==> src/rss_pkg.sv <==
`default_nettype none
// ----------------------------------------------------------------------------
// rss_pkg
// Shared types, codes and constants of the rotated sprite sampler.
// ----------------------------------------------------------------------------
package rss_pkg;

  // Default sprite store size in bytes.
  localparam int STORE_BYTES_DEF = 2048;

  // Field widths of the request and result channels.
  localparam int ADDR_IN_W = 11;
  localparam int COORD_W   = 8;
  localparam int COLOR_W   = 16;
  localparam int TRIG_W    = 16;

  // Fraction bits of the Q2.14 cosine and sine.
  localparam int Q_FRAC = 14;

  // Width of a computed byte index: row * bytes_per_row + col / 8 stays below 2^13.
  localparam int IDX_W = 14;

  // Colour code that is dithered to black and white.
  localparam logic [COLOR_W-1:0] GREY_CODE  = 16'h7BEF;
  localparam logic [COLOR_W-1:0] COLOR_BLK  = 16'h0000;
  localparam logic [COLOR_W-1:0] COLOR_WHT  = 16'hFFFF;

  // Register reset values.
  localparam logic [7:0]         CENTRE_X_RST = 8'd100;
  localparam logic [7:0]         CENTRE_Y_RST = 8'd100;
  localparam logic [TRIG_W-1:0]  COS_RST      = 16'h4000;
  localparam logic [TRIG_W-1:0]  SIN_RST      = 16'h0000;
  localparam logic [7:0]         WIDTH_RST    = 8'd8;
  localparam logic [7:0]         HEIGHT_RST   = 8'd8;
  localparam logic [COLOR_W-1:0] COLOR_RST    = 16'h0000;

  typedef enum logic {
    CMD_LOAD   = 1'b0,
    CMD_SAMPLE = 1'b1
  } cmd_t;

  typedef enum logic [2:0] {
    REG_CENTRE_X   = 3'd0,
    REG_CENTRE_Y   = 3'd1,
    REG_COS        = 3'd2,
    REG_SIN        = 3'd3,
    REG_WIDTH      = 3'd4,
    REG_HEIGHT     = 3'd5,
    REG_DRAW_COLOR = 3'd6
  } cfg_reg_t;

  typedef struct packed {
    logic [7:0]         centre_x;
    logic [7:0]         centre_y;
    logic [TRIG_W-1:0]  cos_value;
    logic [TRIG_W-1:0]  sin_value;
    logic [7:0]         sprite_width;
    logic [7:0]         sprite_height;
    logic [COLOR_W-1:0] draw_color;
  } cfg_t;

  // One accepted request as it enters the pipeline.
  typedef struct packed {
    logic                 valid;
    cmd_t                 command;
    logic [ADDR_IN_W-1:0] byte_address;
    logic [7:0]           byte_value;
    logic [COORD_W-1:0]   pixel_x;
    logic [COORD_W-1:0]   pixel_y;
  } req_t;

  // Request as it reaches the sprite store.
  typedef struct packed {
    logic               valid;
    cmd_t               command;
    logic [IDX_W-1:0]   idx;
    logic [7:0]         wdata;
    logic               on_sprite;
    logic [2:0]         bit_sel;
    logic [COORD_W-1:0] pixel_x;
    logic [COORD_W-1:0] pixel_y;
  } lookup_t;

  typedef struct packed {
    logic               valid;
    logic               draw_enable;
    logic [COORD_W-1:0] out_x;
    logic [COORD_W-1:0] out_y;
    logic [COLOR_W-1:0] out_color;
  } res_t;

endpackage
`default_nettype wire

==> src/rss_cfg_regs.sv <==
`default_nettype none
// ----------------------------------------------------------------------------
// rss_cfg_regs
// Configuration register file with a plain indexed write port.
// ----------------------------------------------------------------------------
module rss_cfg_regs (
  input  wire logic                        clk,
  input  wire logic                        rst_n,
  input  wire logic                        cfg_we,
  input  wire logic [2:0]                  cfg_index,
  input  wire logic [rss_pkg::TRIG_W-1:0]  cfg_wdata,
  output rss_pkg::cfg_t                    cfg
);
  import rss_pkg::*;

  cfg_t cfg_r;
  cfg_t cfg_nxt;

  always_comb begin
    cfg_nxt = cfg_r;
    if (cfg_we) begin
      unique case (cfg_reg_t'(cfg_index))
        REG_CENTRE_X:   cfg_nxt.centre_x      = cfg_wdata[7:0];
        REG_CENTRE_Y:   cfg_nxt.centre_y      = cfg_wdata[7:0];
        REG_COS:        cfg_nxt.cos_value     = cfg_wdata;
        REG_SIN:        cfg_nxt.sin_value     = cfg_wdata;
        REG_WIDTH:      cfg_nxt.sprite_width  = cfg_wdata[7:0];
        REG_HEIGHT:     cfg_nxt.sprite_height = cfg_wdata[7:0];
        REG_DRAW_COLOR: cfg_nxt.draw_color    = cfg_wdata;
        default:        cfg_nxt = cfg_r;
      endcase
    end
  end

  always_ff @(posedge clk) begin
    if (!rst_n) begin
      cfg_r.centre_x      <= CENTRE_X_RST;
      cfg_r.centre_y      <= CENTRE_Y_RST;
      cfg_r.cos_value     <= COS_RST;
      cfg_r.sin_value     <= SIN_RST;
      cfg_r.sprite_width  <= WIDTH_RST;
      cfg_r.sprite_height <= HEIGHT_RST;
      cfg_r.draw_color    <= COLOR_RST;
    end else begin
      cfg_r <= cfg_nxt;
    end
  end

  assign cfg = cfg_r;

endmodule
`default_nettype wire

==> config.mk <==
export PLATFORM = sky130hd
export DESIGN_NAME = rss_cfg_regs
export DESIGN_NICKNAME = d
export VERILOG_FILES = /design/src/rss_pkg.sv /design/src/rss_cfg_regs.sv
export SDC_FILE = /design/constraint.sdc
export NUM_CORES = 1
export LEC_CHECK = 0
export BUFFER_PORTS_ARGS = -buffer_cell sky130_fd_sc_hd__buf_2
export CELL_PAD_IN_SITES_DETAIL_PLACEMENT = 1
export CELL_PAD_IN_SITES_GLOBAL_PLACEMENT = 1
export CORE_MARGIN = 2
export CORE_UTILIZATION = 37
export DETAILED_ROUTE_END_ITERATION = 8
export HOLD_SLACK_MARGIN = 0.02
export PLACE_DENSITY = 0.83
export SLEW_MARGIN = 20
export SYNTH_ARGS = -nofsm -noshare
export SYNTH_HDL_FRONTEND = slang
export SYNTH_SLANG_ARGS = --single-unit
export TNS_END_PERCENT = 30
==> constraint.sdc <==
create_clock -name clk -period 1 [get_ports clk]
set_input_delay 0 -clock clk [delete_from_list [all_inputs] [get_ports clk]]
set_output_delay 0 -clock clk [all_outputs]
set_load 0.02 [all_outputs]
==> results.cfg <==
[cells_and_area]
nets = 427
stdcell_count = 511
post-route-util_pct = 51.3
drive_above_1_share_pct = 31.3
antenna_cells = 0
mostFrequentLayoutCells = 101 x buf_2, 87 x nand2_1, 80 x mux2i_1, 80 x dfxtp_1, 14 x nor2b_1
final_common_cell = buf_2
fillers = 905
largest_reg_flops = 80
area_growth_pct = 32.7

[logic_synthesis]
ys_seq_elements = 80
ys_types = 13
yosysTopAreaCell = dfxtp_1
synth_fp_nets = 311
yosys.area.top_type_share_pct = 53.0
avgSynthCellArea_sq_um = 10.4
seq_area_frac_synth_pct = 53.0
ys_top_cells_by_area = dfxtp_1 53%, mux2i_1 27%, nand2_1 11%, nor2b_1 2.9%, buf_2 0.99%
yosysWarnings = 0
netlist_area_sq_um = 3020
synth_cells = 289

[timing]
fmax_mhz = 1130
tns_ps = 0
maxSlewHeadroom_pct = 78.0
min_period_ps = 883
finalMaxSlewViolations = 0
period_share_pct = 88.3
tightest_slew_ps = 329
setup_viol = 0
rsz0062_at_grt = false
skew_ps = 0
hold_slack_ps = 51.9
hold_viol = 0

[power]
finalPower_mw = 6.20
p_per_area_nw_per_um2 = 1550
ir_drop_mv = 0.689
p_leak_nw = 2.08

[clock_network]
cts_buffers = 9
clk_latency_ps = 330
cts_setup_buffers = 0
cts.clk_slew.worst_paths_ps = 80
clockRootBuffer = clkbuf_8
cts_buffer_depth = 2
cts.sink_count = 80
cts_tree = yes
h-tree-depth = 3

[routing]
viasPerCell = 4.75
via_count = 2425
drc = 0
drtPass1Iterations = 4
routed_wl_um = 8200
initialDrtViolationCount = 98
post_drt_wl_per_cell_um = 16.1
antenna_left = 0

[setup_path]
worst_path_max_delay_cell = dfxtp_1
r2r-end = cfg[66]
crit_chain = buf_2
worstRegToRegCells = 2
r2r-start = cfg[66]
crit_family = flip-flops
crit_buf_inv = 1
rrSetupSlack_ps = 330
crit_type = register to primary output
startpoint_type = register
slowest_delay_ps = 370
crit_fanout = 2
arrival_ps = 880
cp-end-kind = primary output
path_depth = 1
critPathRequiredTime_ps = 1000

[placed_design]
dp_hpwl_um = 5840
gp_congestion = 0.840
dp.cells = 484
port_buffers = 101

[floorplanning]
initial_utilization_pct = 38.7
dieArea_sq_um = 8900
rows = 32
die_y_um = 94.3
die_x_um = 94.3
core_area_sq_um = 7810
io_pins = 102

[global_routing]
grt_pass1_vias = 2474
overflow = 0
antenna_found_initial = 0
grt_pass1_wl_um = 12700
track_usage_pct = 19.0
grt_max_degree = 39

[outcome]
status = finished, final reports clean

[flow_run]
drv_cap = 0

[hold_path]
hold_end = cfg[52]
min_path_type = input pin to register
hold_start = rst_n
hold_depth = 3
-- cell usage after synthesis, drive strengths merged --
library cell,count
nand2,87
dfxtp,80
mux2i,80
nor2b,14
buf,13
clkbuf,8
nand4b,3
nand4bb,2
and4bb,1
nor4b,1
-- kinds of logic (layout without fill, tap and decap cells) --
family | Yosys count | after routing | share of synthesized area [%]
and+or+nand+nor | 108 | 108 | 16.0
buffers and inverters | 21 | 141 | 4.39
DFF | 80 | 80 | 53.0
muxes | 80 | 80 | 26.5
-- power by group --
| part | switching, mW | internal [mW] |
|---|---|---|
| Clock | 1.11 | 1.21 |
| Sequential | 0.0365 | 3.25 |
| Combinational | 0.350 | 0.243 |
-- metrics by stage --
step / instance area, sq um / worst slack [ps]
final: 4010 / 117
after global routing: 4010 / 65.0
after CTS: 4010 / 99.2
after detailed placement: 3700 / -13.3
after global placement: 3700 / 64.3
after floorplan: 3020 / 238
-- worst max path at each step --
| stage | slack (ps) | endpoint | start |
|---|---|---|---|
| 3_5_place_dp | -10 | cfg[61] | cfg_index[2] |
| 2_1_floorplan | 240 | cfg[55] | cfg_index[2] |
| 4_1_cts | 100 | cfg[66] | cfg[66] |
| 3_3_place_gp | 60 | cfg[79] | cfg_index[0] |
| 5_1_grt | 70 | cfg[50] | cfg[50] |
| 6_report | 120 | cfg[76] | cfg[76] |
-- final cells by class --
class | count | area (sq um) | share of cell area [%]
clock buffers | 12 | 145 | 3.62
clock inverters | 3 | 42.5 | 1.06
multi-input cells | 188 | 1290 | 32.2
flip-flops and latches | 80 | 1600 | 40.0
well taps | 102 | 128 | 3.19
repair buffers | 126 | 798 | 19.9
-- routing by layer --
| layer | up-vias | wire, um | global-route usage, % |
|---|---|---|---|
| met3 | 7 | 285 | 4.07 |
| li1 | 1181 | - | - |
| met4 | 0 | 94 | 6.88 |
| met2 | 59 | 4270 | 33.2 |
| met5 | - | 0 | 0 |
| met1 | 1178 | 3550 | 23.1 |
-- timing repair --
item	in CTS	in global routing
endpoints found under the hold margin	31	0
hold buffers	12	0
resized for setup	0	0
Power figures use the tool's default switching activity.
