--- config.mk ---
export PLATFORM = sky130hd
export DESIGN_NAME = rss_geom
export DESIGN_NICKNAME = d
export VERILOG_FILES = /design/src/rss_pkg.sv /design/src/rss_geom.sv
export SDC_FILE = /design/constraint.sdc
export NUM_CORES = 2
export LEC_CHECK = 0
export ABC_AREA = 0
export BUFFER_PORTS_ARGS = -buffer_cell sky130_fd_sc_hd__buf_2
export CAP_MARGIN = 25
export CORE_MARGIN = 1
export CORE_UTILIZATION = 43
export CTS_CLUSTER_DIAMETER = 80
export DETAILED_ROUTE_END_ITERATION = 7
export PLACE_DENSITY = 0.6
export SLEW_MARGIN = 20
export SYNTH_ARGS = -nofsm -noshare
export SYNTH_HDL_FRONTEND = slang
export SYNTH_SLANG_ARGS = --single-unit
--- constraint.sdc ---
create_clock -name clk -period 8.1 [get_ports clk]
set_input_delay 0 -clock clk [delete_from_list [all_inputs] [get_ports clk]]
set_output_delay 0 -clock clk [all_outputs]
set_load 0.02 [all_outputs]
--- src/rss_pkg.sv ---
`default_nettype none
// ----------------------------------------------------------------------------
// rss_pkg
// Shared types, codes and constants of the rotated sprite sampler.
// ----------------------------------------------------------------------------
package rss_pkg;

  // Default sprite store size in bytes.
  localparam int STORE_BYTES_DEF = 2048;

  // Field widths of the request and result channels.
  localparam int ADDR_IN_W = 11;
  localparam int COORD_W   = 8;
  localparam int COLOR_W   = 16;
  localparam int TRIG_W    = 16;

  // Fraction bits of the Q2.14 cosine and sine.
  localparam int Q_FRAC = 14;

  // Width of a computed byte index: row * bytes_per_row + col / 8 stays below 2^13.
  localparam int IDX_W = 14;

  // Colour code that is dithered to black and white.
  localparam logic [COLOR_W-1:0] GREY_CODE  = 16'h7BEF;
  localparam logic [COLOR_W-1:0] COLOR_BLK  = 16'h0000;
  localparam logic [COLOR_W-1:0] COLOR_WHT  = 16'hFFFF;

  // Register reset values.
  localparam logic [7:0]         CENTRE_X_RST = 8'd100;
  localparam logic [7:0]         CENTRE_Y_RST = 8'd100;
  localparam logic [TRIG_W-1:0]  COS_RST      = 16'h4000;
  localparam logic [TRIG_W-1:0]  SIN_RST      = 16'h0000;
  localparam logic [7:0]         WIDTH_RST    = 8'd8;
  localparam logic [7:0]         HEIGHT_RST   = 8'd8;
  localparam logic [COLOR_W-1:0] COLOR_RST    = 16'h0000;

  typedef enum logic {
    CMD_LOAD   = 1'b0,
    CMD_SAMPLE = 1'b1
  } cmd_t;

  typedef enum logic [2:0] {
    REG_CENTRE_X   = 3'd0,
    REG_CENTRE_Y   = 3'd1,
    REG_COS        = 3'd2,
    REG_SIN        = 3'd3,
    REG_WIDTH      = 3'd4,
    REG_HEIGHT     = 3'd5,
    REG_DRAW_COLOR = 3'd6
  } cfg_reg_t;

  typedef struct packed {
    logic [7:0]         centre_x;
    logic [7:0]         centre_y;
    logic [TRIG_W-1:0]  cos_value;
    logic [TRIG_W-1:0]  sin_value;
    logic [7:0]         sprite_width;
    logic [7:0]         sprite_height;
    logic [COLOR_W-1:0] draw_color;
  } cfg_t;

  // One accepted request as it enters the pipeline.
  typedef struct packed {
    logic                 valid;
    cmd_t                 command;
    logic [ADDR_IN_W-1:0] byte_address;
    logic [7:0]           byte_value;
    logic [COORD_W-1:0]   pixel_x;
    logic [COORD_W-1:0]   pixel_y;
  } req_t;

  // Request as it reaches the sprite store.
  typedef struct packed {
    logic               valid;
    cmd_t               command;
    logic [IDX_W-1:0]   idx;
    logic [7:0]         wdata;
    logic               on_sprite;
    logic [2:0]         bit_sel;
    logic [COORD_W-1:0] pixel_x;
    logic [COORD_W-1:0] pixel_y;
  } lookup_t;

  typedef struct packed {
    logic               valid;
    logic               draw_enable;
    logic [COORD_W-1:0] out_x;
    logic [COORD_W-1:0] out_y;
    logic [COLOR_W-1:0] out_color;
  } res_t;

endpackage
`default_nettype wire

--- src/rss_geom.sv ---
`default_nettype none
// ----------------------------------------------------------------------------
// rss_geom
// Six-stage transform pipeline: pixel offset, inverse rotation, bounds test
// and sprite byte index. Loads ride along unchanged to keep request order.
// ----------------------------------------------------------------------------
module rss_geom (
  input  wire logic             clk,
  input  wire logic             rst_n,
  input  wire logic             en,
  input  wire rss_pkg::req_t    req,
  input  wire rss_pkg::cfg_t    cfg,
  output rss_pkg::lookup_t      lk
);
  import rss_pkg::*;

  localparam int NSTG = 5;

  req_t car_r [NSTG];

  logic signed [8:0]  dx1_r, dy1_r;
  logic signed [8:0]  dx_nxt, dy_nxt;
  logic signed [24:0] pxc2_r, pys2_r, pyc2_r, pxs2_r;
  logic signed [25:0] uxs3_r, uys3_r;
  logic signed [25:0] uxs_nxt, uys_nxt;
  logic signed [25:0] uxb, uyb;
  logic signed [11:0] ux4_r, uy4_r;
  logic signed [11:0] colf, rowf;
  logic [7:0]         col5_r, row5_r;
  logic               on_sprite5_r, on_sprite_nxt;
  logic [5:0]         bw;
  logic [IDX_W-1:0]   idx_smp;
  lookup_t            lk_r, lk_nxt;

  always_comb begin
    dx_nxt = $signed({1'b0, req.pixel_x}) - $signed({1'b0, cfg.centre_x});
    dy_nxt = $signed({1'b0, req.pixel_y}) - $signed({1'b0, cfg.centre_y});

    uxs_nxt = {pxc2_r[24], pxc2_r} + {pys2_r[24], pys2_r};
    uys_nxt = {pyc2_r[24], pyc2_r} - {pxs2_r[24], pxs2_r};

    // Negative sums get a bias of 2^14 - 1 so the shift truncates toward zero.
    uxb = uxs3_r + (uxs3_r[25] ? 26'sd16383 : 26'sd0);
    uyb = uys3_r + (uys3_r[25] ? 26'sd16383 : 26'sd0);

    colf = ux4_r + $signed({5'd0, cfg.sprite_width[7:1]});
    rowf = uy4_r + $signed({4'd0, cfg.sprite_height});
    on_sprite_nxt = !colf[11] && (colf < $signed({4'd0, cfg.sprite_width})) &&
                    !rowf[11] && uy4_r[11];

    bw = 6'((9'(cfg.sprite_width) + 9'd7) >> 3);
    idx_smp = IDX_W'(row5_r) * IDX_W'(bw) + IDX_W'(col5_r[7:3]);

    lk_nxt.valid     = car_r[NSTG-1].valid;
    lk_nxt.command   = car_r[NSTG-1].command;
    lk_nxt.idx       = (car_r[NSTG-1].command == CMD_LOAD) ?
                       IDX_W'(car_r[NSTG-1].byte_address) : idx_smp;
    lk_nxt.wdata     = car_r[NSTG-1].byte_value;
    lk_nxt.on_sprite = on_sprite5_r;
    lk_nxt.bit_sel   = col5_r[2:0];
    lk_nxt.pixel_x   = car_r[NSTG-1].pixel_x;
    lk_nxt.pixel_y   = car_r[NSTG-1].pixel_y;
  end

  always_ff @(posedge clk) begin
    if (!rst_n) begin
      for (int i = 0; i < NSTG; i++) begin
        car_r[i].valid <= 1'b0;
      end
      lk_r.valid <= 1'b0;
    end else if (en) begin
      car_r[0] <= req;
      for (int i = 1; i < NSTG; i++) begin
        car_r[i] <= car_r[i-1];
      end
      lk_r <= lk_nxt;
    end
  end

  always_ff @(posedge clk) begin
    if (en) begin
      dx1_r        <= dx_nxt;
      dy1_r        <= dy_nxt;
      pxc2_r       <= dx1_r * $signed(cfg.cos_value);
      pys2_r       <= dy1_r * $signed(cfg.sin_value);
      pyc2_r       <= dy1_r * $signed(cfg.cos_value);
      pxs2_r       <= dx1_r * $signed(cfg.sin_value);
      uxs3_r       <= uxs_nxt;
      uys3_r       <= uys_nxt;
      ux4_r        <= uxb[25:Q_FRAC];
      uy4_r        <= uyb[25:Q_FRAC];
      col5_r       <= colf[7:0];
      row5_r       <= rowf[7:0];
      on_sprite5_r <= on_sprite_nxt;
    end
  end

  assign lk = lk_r;

endmodule
`default_nettype wire

==> flow_metrics.env <==
export IMPL_status="finished, final reports clean"
export IMPL_die_height_um=309
export IMPL_r2r_setup_slack_ps=1750
export IMPL_worst_path_dominant_cell_family="adder cells"
export IMPL_fin_util_pct=48.5
export IMPL_ys_ff_latch=440
export IMPL_maxSlewViolCount=0
export IMPL_worst_skew_pair_late_latency_ps=630
export IMPL_register_area_mm2=0.0132
export IMPL_nFillCells=8655
export IMPL_muxShareOfSynthArea_pct=0.303
export IMPL_final_hold_viol_count=0
export IMPL_synthXorXnorAreaFrac_pct=4.15
export IMPL_slew_headroom_pct=37.3
export IMPL_post_synth_top_area_fraction_pct=32.5
export IMPL_dpl_hpwl_um=64300
export IMPL_critical_path_cell_count=20
export IMPL_drcViolationCount=0
export IMPL_basic_gate_share_of_the_synthesized_area_counting_and_or_nand_and_nor_cells_pct=14.2
export IMPL_fin_worst_skew_ps=29.4
export IMPL_critical_path_max_fanout=23
export IMPL_postSynthNetCount=4679
export IMPL_critPathSlowestCell="sky130_fd_sc_hd__edfxtp_1"
export IMPL_setup_viol_count_final=0
export IMPL_antenna_violating_nets_post_route=0
export IMPL_post_route_cells_drive_above_1_share_pct=7.34
export IMPL_synth_compound_area_share_pct=6.17
export IMPL_endpoint="pys2_r[24]"
export IMPL_cts_root_to_sink_buffers=3
export IMPL_worst_pin_slew_ps=941
export IMPL_buffer_ports_inserted=147
export IMPL_r2r_start="dy1_r[1]"
export IMPL_timing_fmax_mhz=157
export IMPL_clock_sink_count=440
export IMPL_cts_setup_buffers=0
export IMPL_rsz0062_at_grt="no"
export IMPL_grt_antenna_before_repair=11
export IMPL_post_synth_cell_area_avg_um2=11.0
export IMPL_floorplan_core_area_mm2=0.0933
export IMPL_yosys_most_used_dff="sky130_fd_sc_hd__edfxtp_1"
export IMPL_synthToLayoutAreaGrowth_pct=11.7
export IMPL_layout_nets=4856
export IMPL_crit_type="flop to flop"
export IMPL_finalWirelength_um=86400
export IMPL_start_util_pct=43.4
export IMPL_routedWlPerCell_um=16.7
export IMPL_synth_top_cells_by_area="sky130_fd_sc_hd__edfxtp_1 (33%), sky130_fd_sc_hd__fa_1 (25%), sky130_fd_sc_hd__ha_1 (11%)"
export IMPL_placed_cells_incl_taps=4978
export IMPL_postSynth_asyncResetShare_pct=0
export IMPL_cts_tree="yes"
export IMPL_synthAdderAreaFrac_pct=36.2
export IMPL_chipWidth_um=309
export IMPL_design_area_mm2=0.0452
export IMPL_first_global_vias=26900
export IMPL_vias_after_detailed_routing=26100
export IMPL_cap_viol_max_count=0
export IMPL_min_period_ps=6350
export IMPL_gr_usage_all_layers_pct=18.8
export IMPL_multiInputGateArea_mm2=0.0247
export IMPL_initialDrtViolationCount=1680
export IMPL_ys_warnings_count=0
export IMPL_worst_setup_path_start_kind="flop"
export IMPL_detail_route_vias_per_cell=5.06
export IMPL_worstHoldPathType="input port to flop"
export IMPL_worst_flop_to_flop_path_endpoint="pys2_r[24]"
export IMPL_period_share_pct=78.4
export IMPL_cts_reportedPaths_clkPinSlew_ps=60
export IMPL_reg2regPathDepth=20
export IMPL_grt_pass1_wl_um=142000
export IMPL_pin_count_of_the_biggest_net_entering_global_routing=172
export IMPL_number_of_top_level_pins=164
export IMPL_floorplan_rows=112
export IMPL_critical_path_max_stage_delay_ps=930
export IMPL_fin_cells=5168
export IMPL_yosysSeqAreaShare_pct=32.6
export IMPL_detailed_place_area_mm2=0.0425
export IMPL_finalSetupTns_ps=0
export IMPL_synth_cells=3693
export IMPL_critical_path_cell_chain="buf_4 > nand2_1 > fa_1 > inv_1 > fa_1 > inv_1 > fa_1 > inv_1 > fa_1 > fa_1 > ha_1 > a21oi_1 > o22ai_1 > a2111o_1 > a31oi_1 > o21a_1 > a21oi_1 > a211oi_2 > o2bb2ai_1 > xnor2_1"
export IMPL_cell_variety_after_synth=69
export IMPL_worst_setup_path_end_kind="flop"
export IMPL_die_area_mm2=0.0954
export IMPL_worst_endpoint_arrival_ps=6730
export IMPL_synth_area_mm2=0.0405
export IMPL_gp_routability_congestion=0.816
export IMPL_synthDominantAreaCellType="sky130_fd_sc_hd__edfxtp_1"
export IMPL_crit_required_ps=8470
export IMPL_synth_enable_flop_cells=439
export IMPL_ctsHtreeMaxLevel=2
export IMPL_critical_path_n_buffers_inverters=4
export IMPL_cts_made_buffers=51
export IMPL_critPathLaunch="dy1_r[1]"
export IMPL_synth_top_family_by_area="adder cells"
export IMPL_grt_overflow_total=0
export IMPL_critical_path_most_common_cell="sky130_fd_sc_hd__fa_1"
export IMPL_number_of_iterations_in_the_first_detailed_routing_pass=5
export IMPL_root_buffer_selected_by_cts="sky130_fd_sc_hd__clkbuf_16"
-- layout by cell type, fill, tap and decap left out, types with 6 or more instances in the layout --
cell type                       Yosys  final
sky130_fd_sc_hd__and2_1           267    266
sky130_fd_sc_hd__nor2b_1           39     39
sky130_fd_sc_hd__clkinv_2           0      6
sky130_fd_sc_hd__nand2_1          342    342
sky130_fd_sc_hd__nand3_1           29     29
sky130_fd_sc_hd__edfxtp_1         439    439
sky130_fd_sc_hd__inv_1            546    546
sky130_fd_sc_hd__bufinv_16          0      8
sky130_fd_sc_hd__nand2b_1          34     34
sky130_fd_sc_hd__nor2_1           133    133
sky130_fd_sc_hd__o211ai_1           6      6
sky130_fd_sc_hd__clkinv_1           2     14
sky130_fd_sc_hd__dlygate4sd3_1      0     91
sky130_fd_sc_hd__buf_4              0     22
sky130_fd_sc_hd__fa_1             509    509
sky130_fd_sc_hd__clkbuf_1         141      8
sky130_fd_sc_hd__or2_2              6      6
sky130_fd_sc_hd__a21boi_1           6      6
sky130_fd_sc_hd__or3_1              8      8
sky130_fd_sc_hd__o31ai_1            7      7
sky130_fd_sc_hd__xor2_1            44     44
sky130_fd_sc_hd__mux2_2            10     10
sky130_fd_sc_hd__ha_1             357    357
sky130_fd_sc_hd__o21bai_1          24     24
sky130_fd_sc_hd__o21a_1            23     23
sky130_fd_sc_hd__a21o_1            52     52
sky130_fd_sc_hd__a21oi_1          111    111
sky130_fd_sc_hd__and3_1           200    200
sky130_fd_sc_hd__buf_2              0    145
sky130_fd_sc_hd__nand4_1           13     13
sky130_fd_sc_hd__o21ai_0           65     65
sky130_fd_sc_hd__o21ai_1           12     12
sky130_fd_sc_hd__a211oi_1          12     12
sky130_fd_sc_hd__a21boi_0           7      7
sky130_fd_sc_hd__clkbuf_16          0     51
sky130_fd_sc_hd__xnor2_1          148    148
sky130_fd_sc_hd__nor3_1            30     30
-- sequential cells by signal, summed over array words and instances (netlist names) --
signal,cells
car_r,185
lk,44
uxs3_r,26
uys3_r,26
pxc2_r,25
pxs2_r,25
pyc2_r,25
pys2_r,25
ux4_r,12
uy4_r,12
dx1_r,9
dy1_r,9
col5_r,8
row5_r,8
on_sprite5_r,1
-- how the worst min path moves through the flow --
stage | from | endpoint | slack, ps | depth (start not counted)
floorplan | en | col5_r[0] | 110 | 0
global placement | req[36] | car_r[0][36] | 320 | 2
detailed placement | req[36] | car_r[0][36] | 320 | 2
CTS | cfg[66] | dy1_r[2] | 30 | 4
global route | cfg[66] | dy1_r[2] | 60 | 4
finish | cfg[70] | dy1_r[6] | 40 | 4
-- cells in the mapped netlist, drive strengths merged (3+ instances only) --
cell type  instances
o2111ai            4
a21o              52
o31ai              7
xor2              44
o21bai            24
o21ai             77
nand2            342
a31o               3
inv              546
nand4             13
a211o              4
o22ai              7
nor4               3
fa               509
nor2b             39
a31oi              6
nor3              30
a21boi            13
a2111oi            5
o211ai             6
edfxtp           439
a211oi            15
and3             201
o41ai              4
or4                3
nand3             29
ha               357
or3                8
nand2b            34
xnor2            148
or2                6
a21oi            114
mux2              10
and2             268
o311ai             3
clkbuf           141
o21a              23
nor2             133
-- final cells by class --
| class | instances | area share, % |
|---|---|---|
| sequential | 440 | 29.2 |
| antenna | 3 | 0.0166 |
| clock buffer | 59 | 2.89 |
| multi-input combinational | 2564 | 54.6 |
| tap | 1254 | 3.47 |
| clock inverter | 35 | 1.02 |
| timing repair buffer | 265 | 4.24 |
| inverter | 548 | 4.55 |
-- worst register-to-register path, stage by stage, from the launching register on --
cell and delay (ps):
sky130_fd_sc_hd__edfxtp_1 930, sky130_fd_sc_hd__buf_4 330, sky130_fd_sc_hd__nand2_1 100, sky130_fd_sc_hd__fa_1 530, sky130_fd_sc_hd__inv_1 50, sky130_fd_sc_hd__fa_1 490
sky130_fd_sc_hd__inv_1 50, sky130_fd_sc_hd__fa_1 530, sky130_fd_sc_hd__inv_1 50, sky130_fd_sc_hd__fa_1 380, sky130_fd_sc_hd__fa_1 460, sky130_fd_sc_hd__ha_1 340
sky130_fd_sc_hd__a21oi_1 160, sky130_fd_sc_hd__o22ai_1 140, sky130_fd_sc_hd__a2111o_1 330, sky130_fd_sc_hd__a31oi_1 340, sky130_fd_sc_hd__o21a_1 240, sky130_fd_sc_hd__a21oi_1 120
sky130_fd_sc_hd__a211oi_2 260, sky130_fd_sc_hd__o2bb2ai_1 170, sky130_fd_sc_hd__xnor2_1 90
-- routing by layer --
metal  wire (µm)  GRT usage (%)
met5          91              0
met4        2560           5.84
met3        4100           2.80
met2       41400           31.7
met1       38200           25.0
-- what timing repair did --
action / in CTS / in global routing
resized for setup: 0 / 0
hold buffers: 91 / 0
hold endpoints to repair: 131 / 0
-- metrics by stage --
| stage | hold slack, ps | worst slack [ps] |
|---|---|---|
| floorplan | 112 | 1950 |
| global placement | 322 | 1730 |
| detailed placement | 322 | 1760 |
| CTS | 30.5 | 1740 |
| global route | 55.6 | 1380 |
| finish | 42.8 | 1750 |
-- cell families (layout without fill, tap and decap cells) --
group / count (synthesis) / count (layout)
other cells: 0 / 3
mux: 11 / 11
compound gates: 378 / 378
xor+xnor: 192 / 192
flops: 440 / 440
buf+inv: 689 / 907
simple gates: 1117 / 1117
fa+ha+maj: 866 / 866
Power is left out: the tool's default activity adds up to more than one toggle a clock period on the data nets, which glitch-free logic cannot reach.
