===== src/rss_pkg.sv =====
`default_nettype none
// ----------------------------------------------------------------------------
// rss_pkg
// Shared types, codes and constants of the rotated sprite sampler.
// ----------------------------------------------------------------------------
package rss_pkg;

  // Default sprite store size in bytes.
  localparam int STORE_BYTES_DEF = 2048;

  // Field widths of the request and result channels.
  localparam int ADDR_IN_W = 11;
  localparam int COORD_W   = 8;
  localparam int COLOR_W   = 16;
  localparam int TRIG_W    = 16;

  // Fraction bits of the Q2.14 cosine and sine.
  localparam int Q_FRAC = 14;

  // Width of a computed byte index: row * bytes_per_row + col / 8 stays below 2^13.
  localparam int IDX_W = 14;

  // Colour code that is dithered to black and white.
  localparam logic [COLOR_W-1:0] GREY_CODE  = 16'h7BEF;
  localparam logic [COLOR_W-1:0] COLOR_BLK  = 16'h0000;
  localparam logic [COLOR_W-1:0] COLOR_WHT  = 16'hFFFF;

  // Register reset values.
  localparam logic [7:0]         CENTRE_X_RST = 8'd100;
  localparam logic [7:0]         CENTRE_Y_RST = 8'd100;
  localparam logic [TRIG_W-1:0]  COS_RST      = 16'h4000;
  localparam logic [TRIG_W-1:0]  SIN_RST      = 16'h0000;
  localparam logic [7:0]         WIDTH_RST    = 8'd8;
  localparam logic [7:0]         HEIGHT_RST   = 8'd8;
  localparam logic [COLOR_W-1:0] COLOR_RST    = 16'h0000;

  typedef enum logic {
    CMD_LOAD   = 1'b0,
    CMD_SAMPLE = 1'b1
  } cmd_t;

  typedef enum logic [2:0] {
    REG_CENTRE_X   = 3'd0,
    REG_CENTRE_Y   = 3'd1,
    REG_COS        = 3'd2,
    REG_SIN        = 3'd3,
    REG_WIDTH      = 3'd4,
    REG_HEIGHT     = 3'd5,
    REG_DRAW_COLOR = 3'd6
  } cfg_reg_t;

  typedef struct packed {
    logic [7:0]         centre_x;
    logic [7:0]         centre_y;
    logic [TRIG_W-1:0]  cos_value;
    logic [TRIG_W-1:0]  sin_value;
    logic [7:0]         sprite_width;
    logic [7:0]         sprite_height;
    logic [COLOR_W-1:0] draw_color;
  } cfg_t;

  // One accepted request as it enters the pipeline.
  typedef struct packed {
    logic                 valid;
    cmd_t                 command;
    logic [ADDR_IN_W-1:0] byte_address;
    logic [7:0]           byte_value;
    logic [COORD_W-1:0]   pixel_x;
    logic [COORD_W-1:0]   pixel_y;
  } req_t;

  // Request as it reaches the sprite store.
  typedef struct packed {
    logic               valid;
    cmd_t               command;
    logic [IDX_W-1:0]   idx;
    logic [7:0]         wdata;
    logic               on_sprite;
    logic [2:0]         bit_sel;
    logic [COORD_W-1:0] pixel_x;
    logic [COORD_W-1:0] pixel_y;
  } lookup_t;

  typedef struct packed {
    logic               valid;
    logic               draw_enable;
    logic [COORD_W-1:0] out_x;
    logic [COORD_W-1:0] out_y;
    logic [COLOR_W-1:0] out_color;
  } res_t;

endpackage
`default_nettype wire


===== src/rss_out_buf.sv =====
`default_nettype none
// ----------------------------------------------------------------------------
// rss_out_buf
// Output register with one skid entry; a full skid entry stalls the pipeline.
// ----------------------------------------------------------------------------
module rss_out_buf (
  input  wire logic          clk,
  input  wire logic          rst_n,
  input  wire logic          push,
  input  wire rss_pkg::res_t res_in,
  input  wire logic          out_ready,
  output logic               out_valid,
  output rss_pkg::res_t      res_out,
  output logic               skid_full
);
  import rss_pkg::*;

  logic out_valid_r, skid_valid_r;
  res_t out_r, skid_r;
  logic pop;

  assign pop = out_valid_r && out_ready;

  always_ff @(posedge clk) begin
    if (!rst_n) begin
      out_valid_r  <= 1'b0;
      skid_valid_r <= 1'b0;
    end else if (skid_valid_r) begin
      if (pop) begin
        skid_valid_r <= 1'b0;
      end
    end else if (push) begin
      if (out_valid_r && !pop) begin
        skid_valid_r <= 1'b1;
      end
      out_valid_r <= 1'b1;
    end else if (pop) begin
      out_valid_r <= 1'b0;
    end
  end

  always_ff @(posedge clk) begin
    if (skid_valid_r) begin
      if (pop) begin
        out_r <= skid_r;
      end
    end else if (push) begin
      if (out_valid_r && !pop) begin
        skid_r <= res_in;
      end else begin
        out_r <= res_in;
      end
    end
  end

  assign out_valid = out_valid_r;
  assign res_out   = out_r;
  assign skid_full = skid_valid_r;

  a_skid_needs_out: assert property (@(posedge clk) disable iff (!rst_n)
    skid_valid_r |-> out_valid_r)
    else $error("skid entry held while output register is empty");

  a_no_push_when_full: assert property (@(posedge clk) disable iff (!rst_n)
    push |-> !skid_valid_r)
    else $error("result pushed while skid entry is full");

  a_stall_fills_skid: assert property (@(posedge clk) disable iff (!rst_n)
    (push && out_valid_r && !out_ready) |=> skid_valid_r)
    else $error("stalled result was not captured in skid entry");

  a_skid_drains: assert property (@(posedge clk) disable iff (!rst_n)
    (skid_valid_r && out_ready) |=> !skid_valid_r)
    else $error("skid entry did not drain after output was taken");

endmodule
`default_nettype wire


===== config.mk =====
export PLATFORM = sky130hd
export DESIGN_NAME = rss_out_buf
export DESIGN_NICKNAME = d
export VERILOG_FILES = /design/src/rss_pkg.sv /design/src/rss_out_buf.sv
export SDC_FILE = /design/constraint.sdc
export NUM_CORES = 1
export LEC_CHECK = 0
export BUFFER_PORTS_ARGS = -buffer_cell sky130_fd_sc_hd__buf_2
export CAP_MARGIN = 5
export CORE_MARGIN = 3
export CORE_UTILIZATION = 51
export DETAILED_ROUTE_END_ITERATION = 16
export GPL_ROUTABILITY_DRIVEN = 0
export MAX_ROUTING_LAYER = met4
export PLACE_DENSITY_LB_ADDON = 0.25
export SETUP_SLACK_MARGIN = 0.4
export SLEW_MARGIN = 20
export SYNTH_ARGS = -nofsm -noshare
export SYNTH_HDL_FRONTEND = slang
export SYNTH_SLANG_ARGS = --single-unit

===== constraint.sdc =====
create_clock -name clk -period 3.6 [get_ports clk]
set_input_delay 0.18 -clock clk [delete_from_list [all_inputs] [get_ports clk]]
set_output_delay 0.18 -clock clk [all_outputs]
set_load 0.01 [all_outputs]

==> run_results.csv, run 1 <==
group,metric,value,unit
status,status,"completed",
global_route,grt_start_max_net_pins,41,
timing,worst_slew_pin_slew,910,ps
synthesis,yosysSeqAreaShare,81.1,%
worst_setup_path,arrival,2550,ps
synthesis,syn-num-nets,157,
cts,cts_setup_buffers,0,
timing,max_freq,397,MHz
hold_path,min_from,"res_in[30]",
timing,setup_slack,1080,ps
synthesis,synth_seq_cells,70,
power,max-vdd-ir-drop,303,uV
timing,finalSetupViolCount,0,
worst_setup_path,cp_slowest_stage_delay,910,ps
detailed_routing,drc_errors,0,
cts,cts_root_buffer,"clkbuf_8",
timing,slew_viol_final,0,
placement,dp_hpwl,2860,um
cells_and_area,seqCellArea,2080,um^2
worst_setup_path,r2r_setup_slack,1080,ps
worst_setup_path,crit_path_start,"skid_full",
worst_setup_path,worst-path-buf-inv,1,
synthesis,syn-instance-count,119,
cells_and_area,area_growth,24.0,%
hold_path,holdCritPathClass,"in2reg",
floorplanning,initial_core_util,53.6,%
worst_setup_path,crit_path_end_kind,"flip-flop",
floorplanning,floorplan.die_area,5920,um^2
synthesis,yosysTopAreaCell,"edfxtp_1",
timing,fin_crit_sh,69.9,%
floorplanning,rows,25,
synthesis,synth_area,2570,um^2
cts,insertion_delay,330,ps
detailed_routing,avgViaCountPerCell,4.85,
cts,cts_max_path_buffers,2,
detailed_routing,num_vias,1319,
synthesis,synth.avg_cell_area,21.6,um^2
worst_setup_path,start_kind,"flip-flop",
global_route,antenna_found_initial,0,
global_route,overflow,0,
detailed_routing,dr.first_iter.drc_count,67,
detailed_routing,wire_per_inst,15.7,um
detailed_routing,ant_nets,0,
cts,path_clk_slew,70,ps
cts,tritoncts,"yes",
timing,fin_setup_tns,0,ps
cells_and_area,post_route_cells_drive_above_1_share,60.0,%
cells_and_area,multi_input_area,457,um^2
worst_setup_path,critPathTopFamily,"flip-flops",
worst_setup_path,crit_type,"reg2reg",
cts,clkSinkCount,70,
synthesis,yosys.area.top_type_share,79.5,%
cts,postCtsHoldBufs,0,
cts,cts_resized,0,
floorplanning,coreArea,4790,um^2
cells_and_area,fillCellCount,352,
worst_setup_path,r2r-start,"skid_full",
synthesis,synth.area.top_cells,"edfxtp_1, mux2_2, dfxtp_1, buf_6, and4bb_2",
cts,cts_buffers,9,
global_route,grt_use_total,15.9,%
timing,finalHoldViolations,0,
timing,skew,5.77,ps
synthesis,synth_warnings,0,
global_route,first_global_vias,1328,
cells_and_area,num-nets-final,238,
worst_setup_path,cp.required,3630,ps
timing,grt_setup_unrepaired,"no",
cts,h-tree-depth,3,
power,cellPowerDensity,531,nW/um^2
detailed_routing,drtPass1Iterations,4,
placement,port_buffers,73,
detailed_routing,finalWirelength,4270,um
worst_setup_path,cp_max_fo,40,
floorplanning,die_height,77.0,um
floorplanning,die_w,77.0,um
power,p_leak,1.19,nW
floorplanning,ios,74,
timing,period_needed,2520,ps
worst_setup_path,cp_cell_sequence,"mux2i_1 -> a21oi_4 -> buf_4",
run,drv_cap,0,
worst_setup_path,cp_slowest_cell,"dfxtp_2",
synthesis,synth.distinct_cells,14,
global_route,grt_pass1_wl,6800,um
placement,pre_cts_slack,1040,ps
timing,max_slew_margin,39.2,%
cells_and_area,diodes,0,
sequential cells by signal, indices dropped and copies added (netlist names):
signal,cells
res_out,34
skid_full,1
skid_r,34
out_valid,1
power by group:
group | switching [mW] | internal, mW
registers | 0.0216 | 0.953
clock network | 0.262 | 0.308
logic | 0.0740 | 0.0711
path summary, 6_finish.rpt:
| check | end | depth (start not counted) |
|---|---|---|
| setup / recovery | res_out[3] | 3 |
| hold / removal | skid_r[30] | 1 |
| setup reg to reg | res_out[3] | 3 |
| hold reg to reg | res_out[24] | 1 |
cell type report:
class                      instances  area share [%]
sequential                        70            65.4
multi-input combinational         43            14.3
timing repair buffer              74            11.7
clock buffer                       9            3.89
tap                               67            2.63
clock inverter                     7            1.73
inverter                           2           0.236
layout by cell type (no fill, tap or decap):
master	instances
buf_2	73
edfxtp_1	68
mux2_2	34
clkbuf_8	9
clkinv_1	4
inv_1	2
clkinv_2	2
mux2i_1	1
a21oi_4	1
and4bb_2	1
nor2b_1	1
nand2_1	1
nand3b_1	1
o21ai_0	1
a21oi_1	1
a211oi_1	1
bufinv_16	1
dfxtp_1	1
buf_4	1
dfxtp_2	1
through the flow:
| stage | total power, mW | cell area, um^2 | hold slack [ps] | utilization (%) | cells |
|---|---|---|---|---|---|
| finish | 1.69 | 3180 | 35.9 | 66.5 | 272 |
| detailed placement | 1.14 | 3000 | 372 | 62.8 | 256 |
| global route | 1.76 | 3180 | 10.6 | 66.5 | 272 |
| global placement | 1.13 | 3000 | 371 | 62.8 | 256 |
| floorplan | 1.07 | 2570 | 277 | - | 119 |
| CTS | 1.70 | 3180 | 18.9 | 66.5 | 272 |
cells by family (layout without fill, tap and decap cells):
family	Yosys count	after routing	synth area share, %
mux	35	35	15.3
compound gates	4	4	0.877
buf+inv	6	92	1.56
flops	70	70	81.1
simple gates	4	4	1.17
synthesized netlist by cell type:
cell / n
edfxtp_1: 68
mux2_2: 34
a21oi_1: 2
buf_2: 2
buf_6: 2
dfxtp_1: 2
inv_1: 2
a211oi_1: 1
and4bb_2: 1
mux2i_1: 1
nand2_1: 1
nand3b_1: 1
nor2b_1: 1
o21ai_0: 1
per-layer routing:
layer	vias up	wire length, um	track usage (%)
met3	8	313	5.52
met5	-	0	-
li1	633	-	-
met4	0	66	9.24
met2	54	1920	21.6
met1	624	1970	20.7
(Power assumes the default switching activity.)
==> inputs of run 2 (changes only) <==
==> constraint.sdc (replaced) <==
create_clock -name clk -period 2.59 [get_ports clk]
set_input_delay 0.1295 -clock clk [delete_from_list [all_inputs] [get_ports clk]]
set_output_delay 0.1295 -clock clk [all_outputs]
set_load 0.01 [all_outputs]
==> run 2 against run 1 <==
Effect of this change: die area unchanged; wire length up 8.9%; clock-buffer cell count up 1; utilization up 8.0 points.
==> run_results.csv, run 2 (same netlist as run 1, synthesis figures left out) <==
group,metric,value,unit
hold_path,holdCritPathClass,"in2reg",
detailed_routing,drtPass1Iterations,4,
global_route,grt_use_total,17.6,%
timing,hold-worst-slack,40.9,ps
worst_setup_path,cp_max_fo,22,
worst_setup_path,arrival,1680,ps
detailed_routing,drc_errors,0,
timing,max_freq,608,MHz
cells_and_area,post_route_cells_drive_above_1_share,52.3,%
cells_and_area,fin_cells,308,
timing,finalSetupViolCount,0,
power,p_total,2.40,mW
run,drv_cap,0,
timing,finalHoldViolations,0,
cts,cts_resized,0,
cts,insertion_delay,330,ps
placement,pre_cts_slack,945,ps
hold_path,holdPathStages,3,
worst_setup_path,cp_cell_sequence,"and4bb_2 -> buf_12",
global_route,antenna_found_initial,0,
timing,worst_slew_pin_slew,475,ps
hold_path,min_from,"rst_n",
worst_setup_path,worst-path-buf-inv,1,
floorplanning,floorplan.die_area,5920,um^2
global_route,grt_start_max_net_pins,35,
placement,dp_cells,258,
timing,period_needed,1640,ps
cts,path_clk_slew,70,ps
cts,cts_setup_buffers,0,
worst_setup_path,start_kind,"flip-flop",
detailed_routing,num_vias,1480,
floorplanning,initial_core_util,53.6,%
worst_setup_path,cp_slowest_cell,"and4bb_2",
detailed_routing,avgViaCountPerCell,4.81,
cells_and_area,diodes,0,
floorplanning,die_w,77.0,um
cts,clkSinkCount,70,
placement,dp_hpwl,2950,um
power,p_leak,1.36,nW
cells_and_area,layout_commonest_cell,"buf_2",
floorplanning,ios,74,
worst_setup_path,reg2reg_depth,2,
timing,skew,4.14,ps
cells_and_area,multi_input_area,457,um^2
global_route,first_global_vias,1551,
detailed_routing,wire_per_inst,15.1,um
worst_setup_path,critPathTopFamily,"simple AND/OR/NAND/NOR gates",
worst_setup_path,worstReg2RegEnd,"skid_r[10]",
detailed_routing,dr.first_iter.drc_count,93,
timing,max_slew_margin,68.3,%
placement,port_buffers,73,
timing,setup_slack,945,ps
worst_setup_path,r2r-start,"skid_full",
placement,postPlaceCellArea,3040,um^2
power,max-vdd-ir-drop,609,uV
cells_and_area,seqCellArea,2080,um^2
detailed_routing,finalWirelength,4650,um
status,status,"completed",
worst_setup_path,crit_type,"reg2reg",
timing,fin_setup_tns,0,ps
hold_path,min_to,"skid_full",
cts,cts_root_buffer,"clkbuf_8",
worst_setup_path,crit_path_end_kind,"flip-flop",
cells_and_area,num-nets-final,274,
worst_setup_path,crit_cells,2,
worst_setup_path,r2r_setup_slack,950,ps
timing,grt_setup_unrepaired,"no",
cells_and_area,fillCellCount,294,
cells_and_area,stdcell_area,3560,um^2
floorplanning,coreArea,4790,um^2
timing,slew_viol_final,0,
cts,cts_max_path_buffers,2,
global_route,grt_pass1_wl,7660,um
cts,postCtsHoldBufs,34,
global_route,overflow,0,
cells_and_area,area_growth,38.8,%
worst_setup_path,cp.required,2630,ps
cells_and_area,fin_util,74.5,%
cts,cts_buffers,9,
detailed_routing,ant_nets,0,
cts,tritoncts,"yes",
worst_setup_path,cp_slowest_stage_delay,650,ps
cts,h-tree-depth,3,
power,cellPowerDensity,675,nW/um^2
floorplanning,rows,25,
floorplanning,die_height,77.0,um
cells_and_area,final_cell_mix,"buf_2, edfxtp_1, mux2_2, dlygate4sd3_1, clkbuf_8",
timing,fin_crit_sh,63.5,%
[run 2: cell count changes in the layout (fill, tap and decap cells not counted), sizes merged]
cell | previous run | this run
buf | 74 | 76
clkinv | 6 | 5
clkbuf | 9 | 10
dlygate4sd3 | 0 | 34
[run 2: worst max path at each step]
stage	endpoint	startpoint	slack, ps
2_1_floorplan	res_out[0]	skid_full	450
3_3_place_gp	skid_r[22]	skid_full	990
3_5_place_dp	skid_r[25]	skid_full	940
4_1_cts	skid_r[2]	skid_full	930
5_1_grt	skid_r[17]	skid_full	870
6_report	skid_r[10]	skid_full	950
[run 2: layer usage]
metal | share of wire, % | global-route usage (%)
met1 | 43 | 21.8
met2 | 49 | 27.2
met3 | 5.5 | 5.75
met4 | 1.4 | 6.52
met5 | 0 | -
[run 2: final cells by class]
cell class | instances | share of cell area (%)
Tap cell | 67 | 2.35
Inverter | 2 | 0.211
Clock buffer | 10 | 3.58
Multi-Input combinational cell | 43 | 12.8
Clock inverter | 6 | 1.47
Timing Repair Buffer | 110 | 21.1
Sequential cell | 70 | 58.4
[run 2: power by group]
part,total (mW),switching (mW),internal [mW]
clock network,0.799,0.366,0.433
registers,1.35,0.0248,1.32
logic,0.256,0.117,0.139
[run 2: tightest hold or removal path: stages]
cell and delay (ps):
buf_2 110, inv_1 50, a211oi_1 40
==> inputs of run 3 (changes only) <==
--- a/config.mk
+++ b/config.mk
@@ -5,10 +5,11 @@
 export SDC_FILE = /design/constraint.sdc
 export NUM_CORES = 1
 export LEC_CHECK = 0
+export ABC_AREA = 1
 export BUFFER_PORTS_ARGS = -buffer_cell sky130_fd_sc_hd__buf_2
 export CAP_MARGIN = 5
 export CORE_MARGIN = 3
-export CORE_UTILIZATION = 51
+export CORE_UTILIZATION = 46
 export DETAILED_ROUTE_END_ITERATION = 16
 export GPL_ROUTABILITY_DRIVEN = 0
 export MAX_ROUTING_LAYER = met4
==> constraint.sdc (replaced) <==
create_clock -name clk -period 1.4 [get_ports clk]
set_input_delay 0.07 -clock clk [delete_from_list [all_inputs] [get_ports clk]]
set_output_delay 0.07 -clock clk [all_outputs]
set_load 0.01 [all_outputs]
==> run 3 against run 2 <==
Effect of this change: setup slack got worse by 850 ps; combinational power grew to 2.7 times the previous value; critical path depth up 5; clock-buffer cell count unchanged; clock skew is 8.7 ps higher.
==> run_results.csv, run 3 <==
group,metric,value,unit
status,status,"completed",
global_route,grt_use_total,21.9,%
synthesis,ys.flop_type,"edfxtp_1",
floorplanning,coreArea,5300,um^2
hold_path,min_to,"skid_full",
timing,skew,12.9,ps
worst_setup_path,r2r_setup_slack,100,ps
placement,dp_hpwl,3200,um
cells_and_area,area_growth,69.4,%
detailed_routing,drc_errors,0,
cells_and_area,num-nets-final,381,
cells_and_area,diodes,0,
cells_and_area,fillCellCount,256,
worst_setup_path,worstReg2RegEnd,"skid_r[13]",
worst_setup_path,crit_path_end_kind,"flip-flop",
detailed_routing,dr.first_iter.drc_count,107,
synthesis,synth_area,2610,um^2
hold_path,holdCritPathClass,"in2reg",
worst_setup_path,arrival,1370,ps
hold_path,holdPathStages,4,
synthesis,synth_common_cells,"nand2_1, edfxtp_1, inv_1",
timing,period_needed,1300,ps
global_route,antenna_found_initial,0,
cells_and_area,post_route_cells_drive_above_1_share,52.3,%
run,drv_cap,0,
floorplanning,rows,26,
placement,pre_cts_slack,76.9,ps
worst_setup_path,cp_cell_sequence,"inv_4 -> nor2_4 -> nand2_2 -> clkinvlp_4 -> buf_6 -> buf_12 -> clkbuf_16",
power,cellPowerDensity,1110,nW/um^2
synthesis,synth_edf_count,68,
detailed_routing,avgViaCountPerCell,4.89,
worst_setup_path,start_kind,"flip-flop",
floorplanning,die_w,81.4,um
detailed_routing,dr_wl_met2,3860,um
timing,finalHoldViolations,0,
floorplanning,initial_core_util,49.3,%
synthesis,synth_warnings,0,
synthesis,synth.distinct_cells,13,
cts,insertion_delay,350,ps
detailed_routing,ant_nets,0,
synthesis,async_reset_ff_share,0,%
synthesis,yosysTopAreaCell,"edfxtp_1",
floorplanning,die_height,81.4,um
synthesis,yosysSeqAreaShare,79.7,%
cells_and_area,layout_commonest_cell,"buf_2",
power,p_leak,2.01,nW
power,p_total,4.93,mW
worst_setup_path,critPathTopFamily,"buffers and inverters",
cells_and_area,final_cell_mix,"buf_2, edfxtp_1, nand2_1",
timing,max_slew_margin,85.6,%
timing,finalSetupViolCount,0,
worst_setup_path,cp_max_fo,5,
cts,cts_root_buffer,"clkbuf_8",
placement,port_buffers,73,
global_route,overflow,0,
placement,dp_cells,341,
worst_setup_path,cp_slowest_stage_delay,370,ps
synthesis,synth.area.top_cells,"edfxtp_1, nand2_1, clkbuf_8, dfxtp_1, inv_1",
timing,worst_slew_pin_slew,216,ps
cts,path_clk_slew,70,ps
synthesis,syn-instance-count,198,
synthesis,syn-num-nets,236,
detailed_routing,drtPass1Iterations,4,
worst_setup_path,cp_slowest_cell,"dfxtp_4",
worst_setup_path,worst-path-buf-inv,5,
cts,h-tree-depth,3,
detailed_routing,num_vias,2045,
timing,max_freq,767,MHz
detailed_routing,finalWirelength,7340,um
global_route,first_global_vias,2036,
power,max-vdd-ir-drop,1220,uV
worst_setup_path,reg2reg_depth,7,
worst_setup_path,crit_type,"reg2reg",
detailed_routing,met1_length,2740,um
cts,clkSinkCount,70,
detailed_routing,top_layer,"met4",
detailed_routing,wl_met3,491,um
synthesis,synth_most_common_cell,"nand2_1",
hold_path,min_from,"out_ready",
cells_and_area,fin_cells,418,
worst_setup_path,r2r-start,"out_valid",
timing,hold-worst-slack,72.6,ps
floorplanning,floorplan.die_area,6620,um^2
cts,cts_buffers,9,
synthesis,synth.avg_cell_area,13.2,um^2
synthesis,synth_seq_cells,70,
synthesis,yosys.area.top_type_share,78.1,%
timing,fin_crit_sh,93.1,%
cts,tritoncts,"yes",
global_route,grt_pass1_wl,9960,um
global_route,grt_start_max_net_pins,35,
floorplanning,ios,74,
worst_setup_path,cp.required,1470,ps
cts,cts_max_path_buffers,2,
timing,slew_viol_final,0,
timing,setup_slack,96.1,ps
timing,grt_setup_unrepaired,"yes",
detailed_routing,wire_per_inst,17.6,um
[run 3: logic make-up (layout without fill, tap and decap cells)]
| group | Yosys count | in the layout | synth area share [%] |
|---|---|---|---|
| compound gates | 2 | 2 | 0.526 |
| buf+inv | 14 | 164 | 3.69 |
| flops | 70 | 70 | 79.7 |
| simple gates | 112 | 112 | 16.1 |
[run 3: per-layer routing]
metal	vias up	GRT usage (%)
met5	-	-
met4	0	8.95
met3	25	5.99
met2	96	36.8
met1	970	24.7
li1	954	-
[run 3: metrics by stage]
step / util [%] / instance area (um^2) / TNS [ps]
3_5_place_dp: 58.8 / 3120 / 0
6_report: 83.5 / 4430 / 0
5_1_grt: 83.5 / 4430 / 0
3_3_place_gp: 58.8 / 3120 / 0
4_1_cts: 77.4 / 4100 / 0
2_1_floorplan: - / 2650 / -10190
[run 3: layout make-up]
type | count | area [um^2] | area share [%]
Inverter | 7 | 32.5 | 0.735
Timing Repair Buffer | 141 | 1300 | 29.5
Tap cell | 70 | 87.6 | 1.98
Multi-Input combinational cell | 114 | 699 | 15.8
Clock inverter | 6 | 86.3 | 1.95
Sequential cell | 70 | 2090 | 47.2
Clock buffer | 10 | 128 | 2.88
[run 3: power breakdown]
group | switching [mW] | leakage [nW] | total, mW | internal [mW]
combinational | 0.328 | 1.24 | 0.690 | 0.362
sequential | 0.0422 | 0.656 | 2.48 | 2.44
clock | 0.763 | 0.108 | 1.76 | 1.00
total | 1.13 | 2.01 | 4.93 | 3.80
[run 3: worst register-to-register path, cell delays in order (launching register included)]
cell and delay, ps:
dfxtp_4 370, inv_4 40, nor2_4 90, nand2_2 90
clkinvlp_4 90, buf_6 90, buf_12 120, clkbuf_16 140
[run 3: worst max-delay path by stage]
| stage | from | slack, ps | cells after the start | end |
|---|---|---|---|---|
| after detailed placement | out_valid | 80 | 5 | skid_r[32] |
| final | out_valid | 100 | 7 | skid_r[13] |
| after CTS | out_valid | 140 | 7 | skid_r[0] |
| after floorplan | skid_full | -160 | 3 | res_out[0] |
| after global routing | out_valid | 60 | 7 | skid_r[13] |
| after global placement | out_valid | 110 | 5 | skid_r[2] |
[run 3: what timing repair did]
item,CTS,global route
resized for setup,54,46
hold buffers,35,0
endpoints found under the hold margin,36,0
buffers inserted,12,3
setup endpoints to repair,103,107
cloned,6,5
pin swaps,33,8
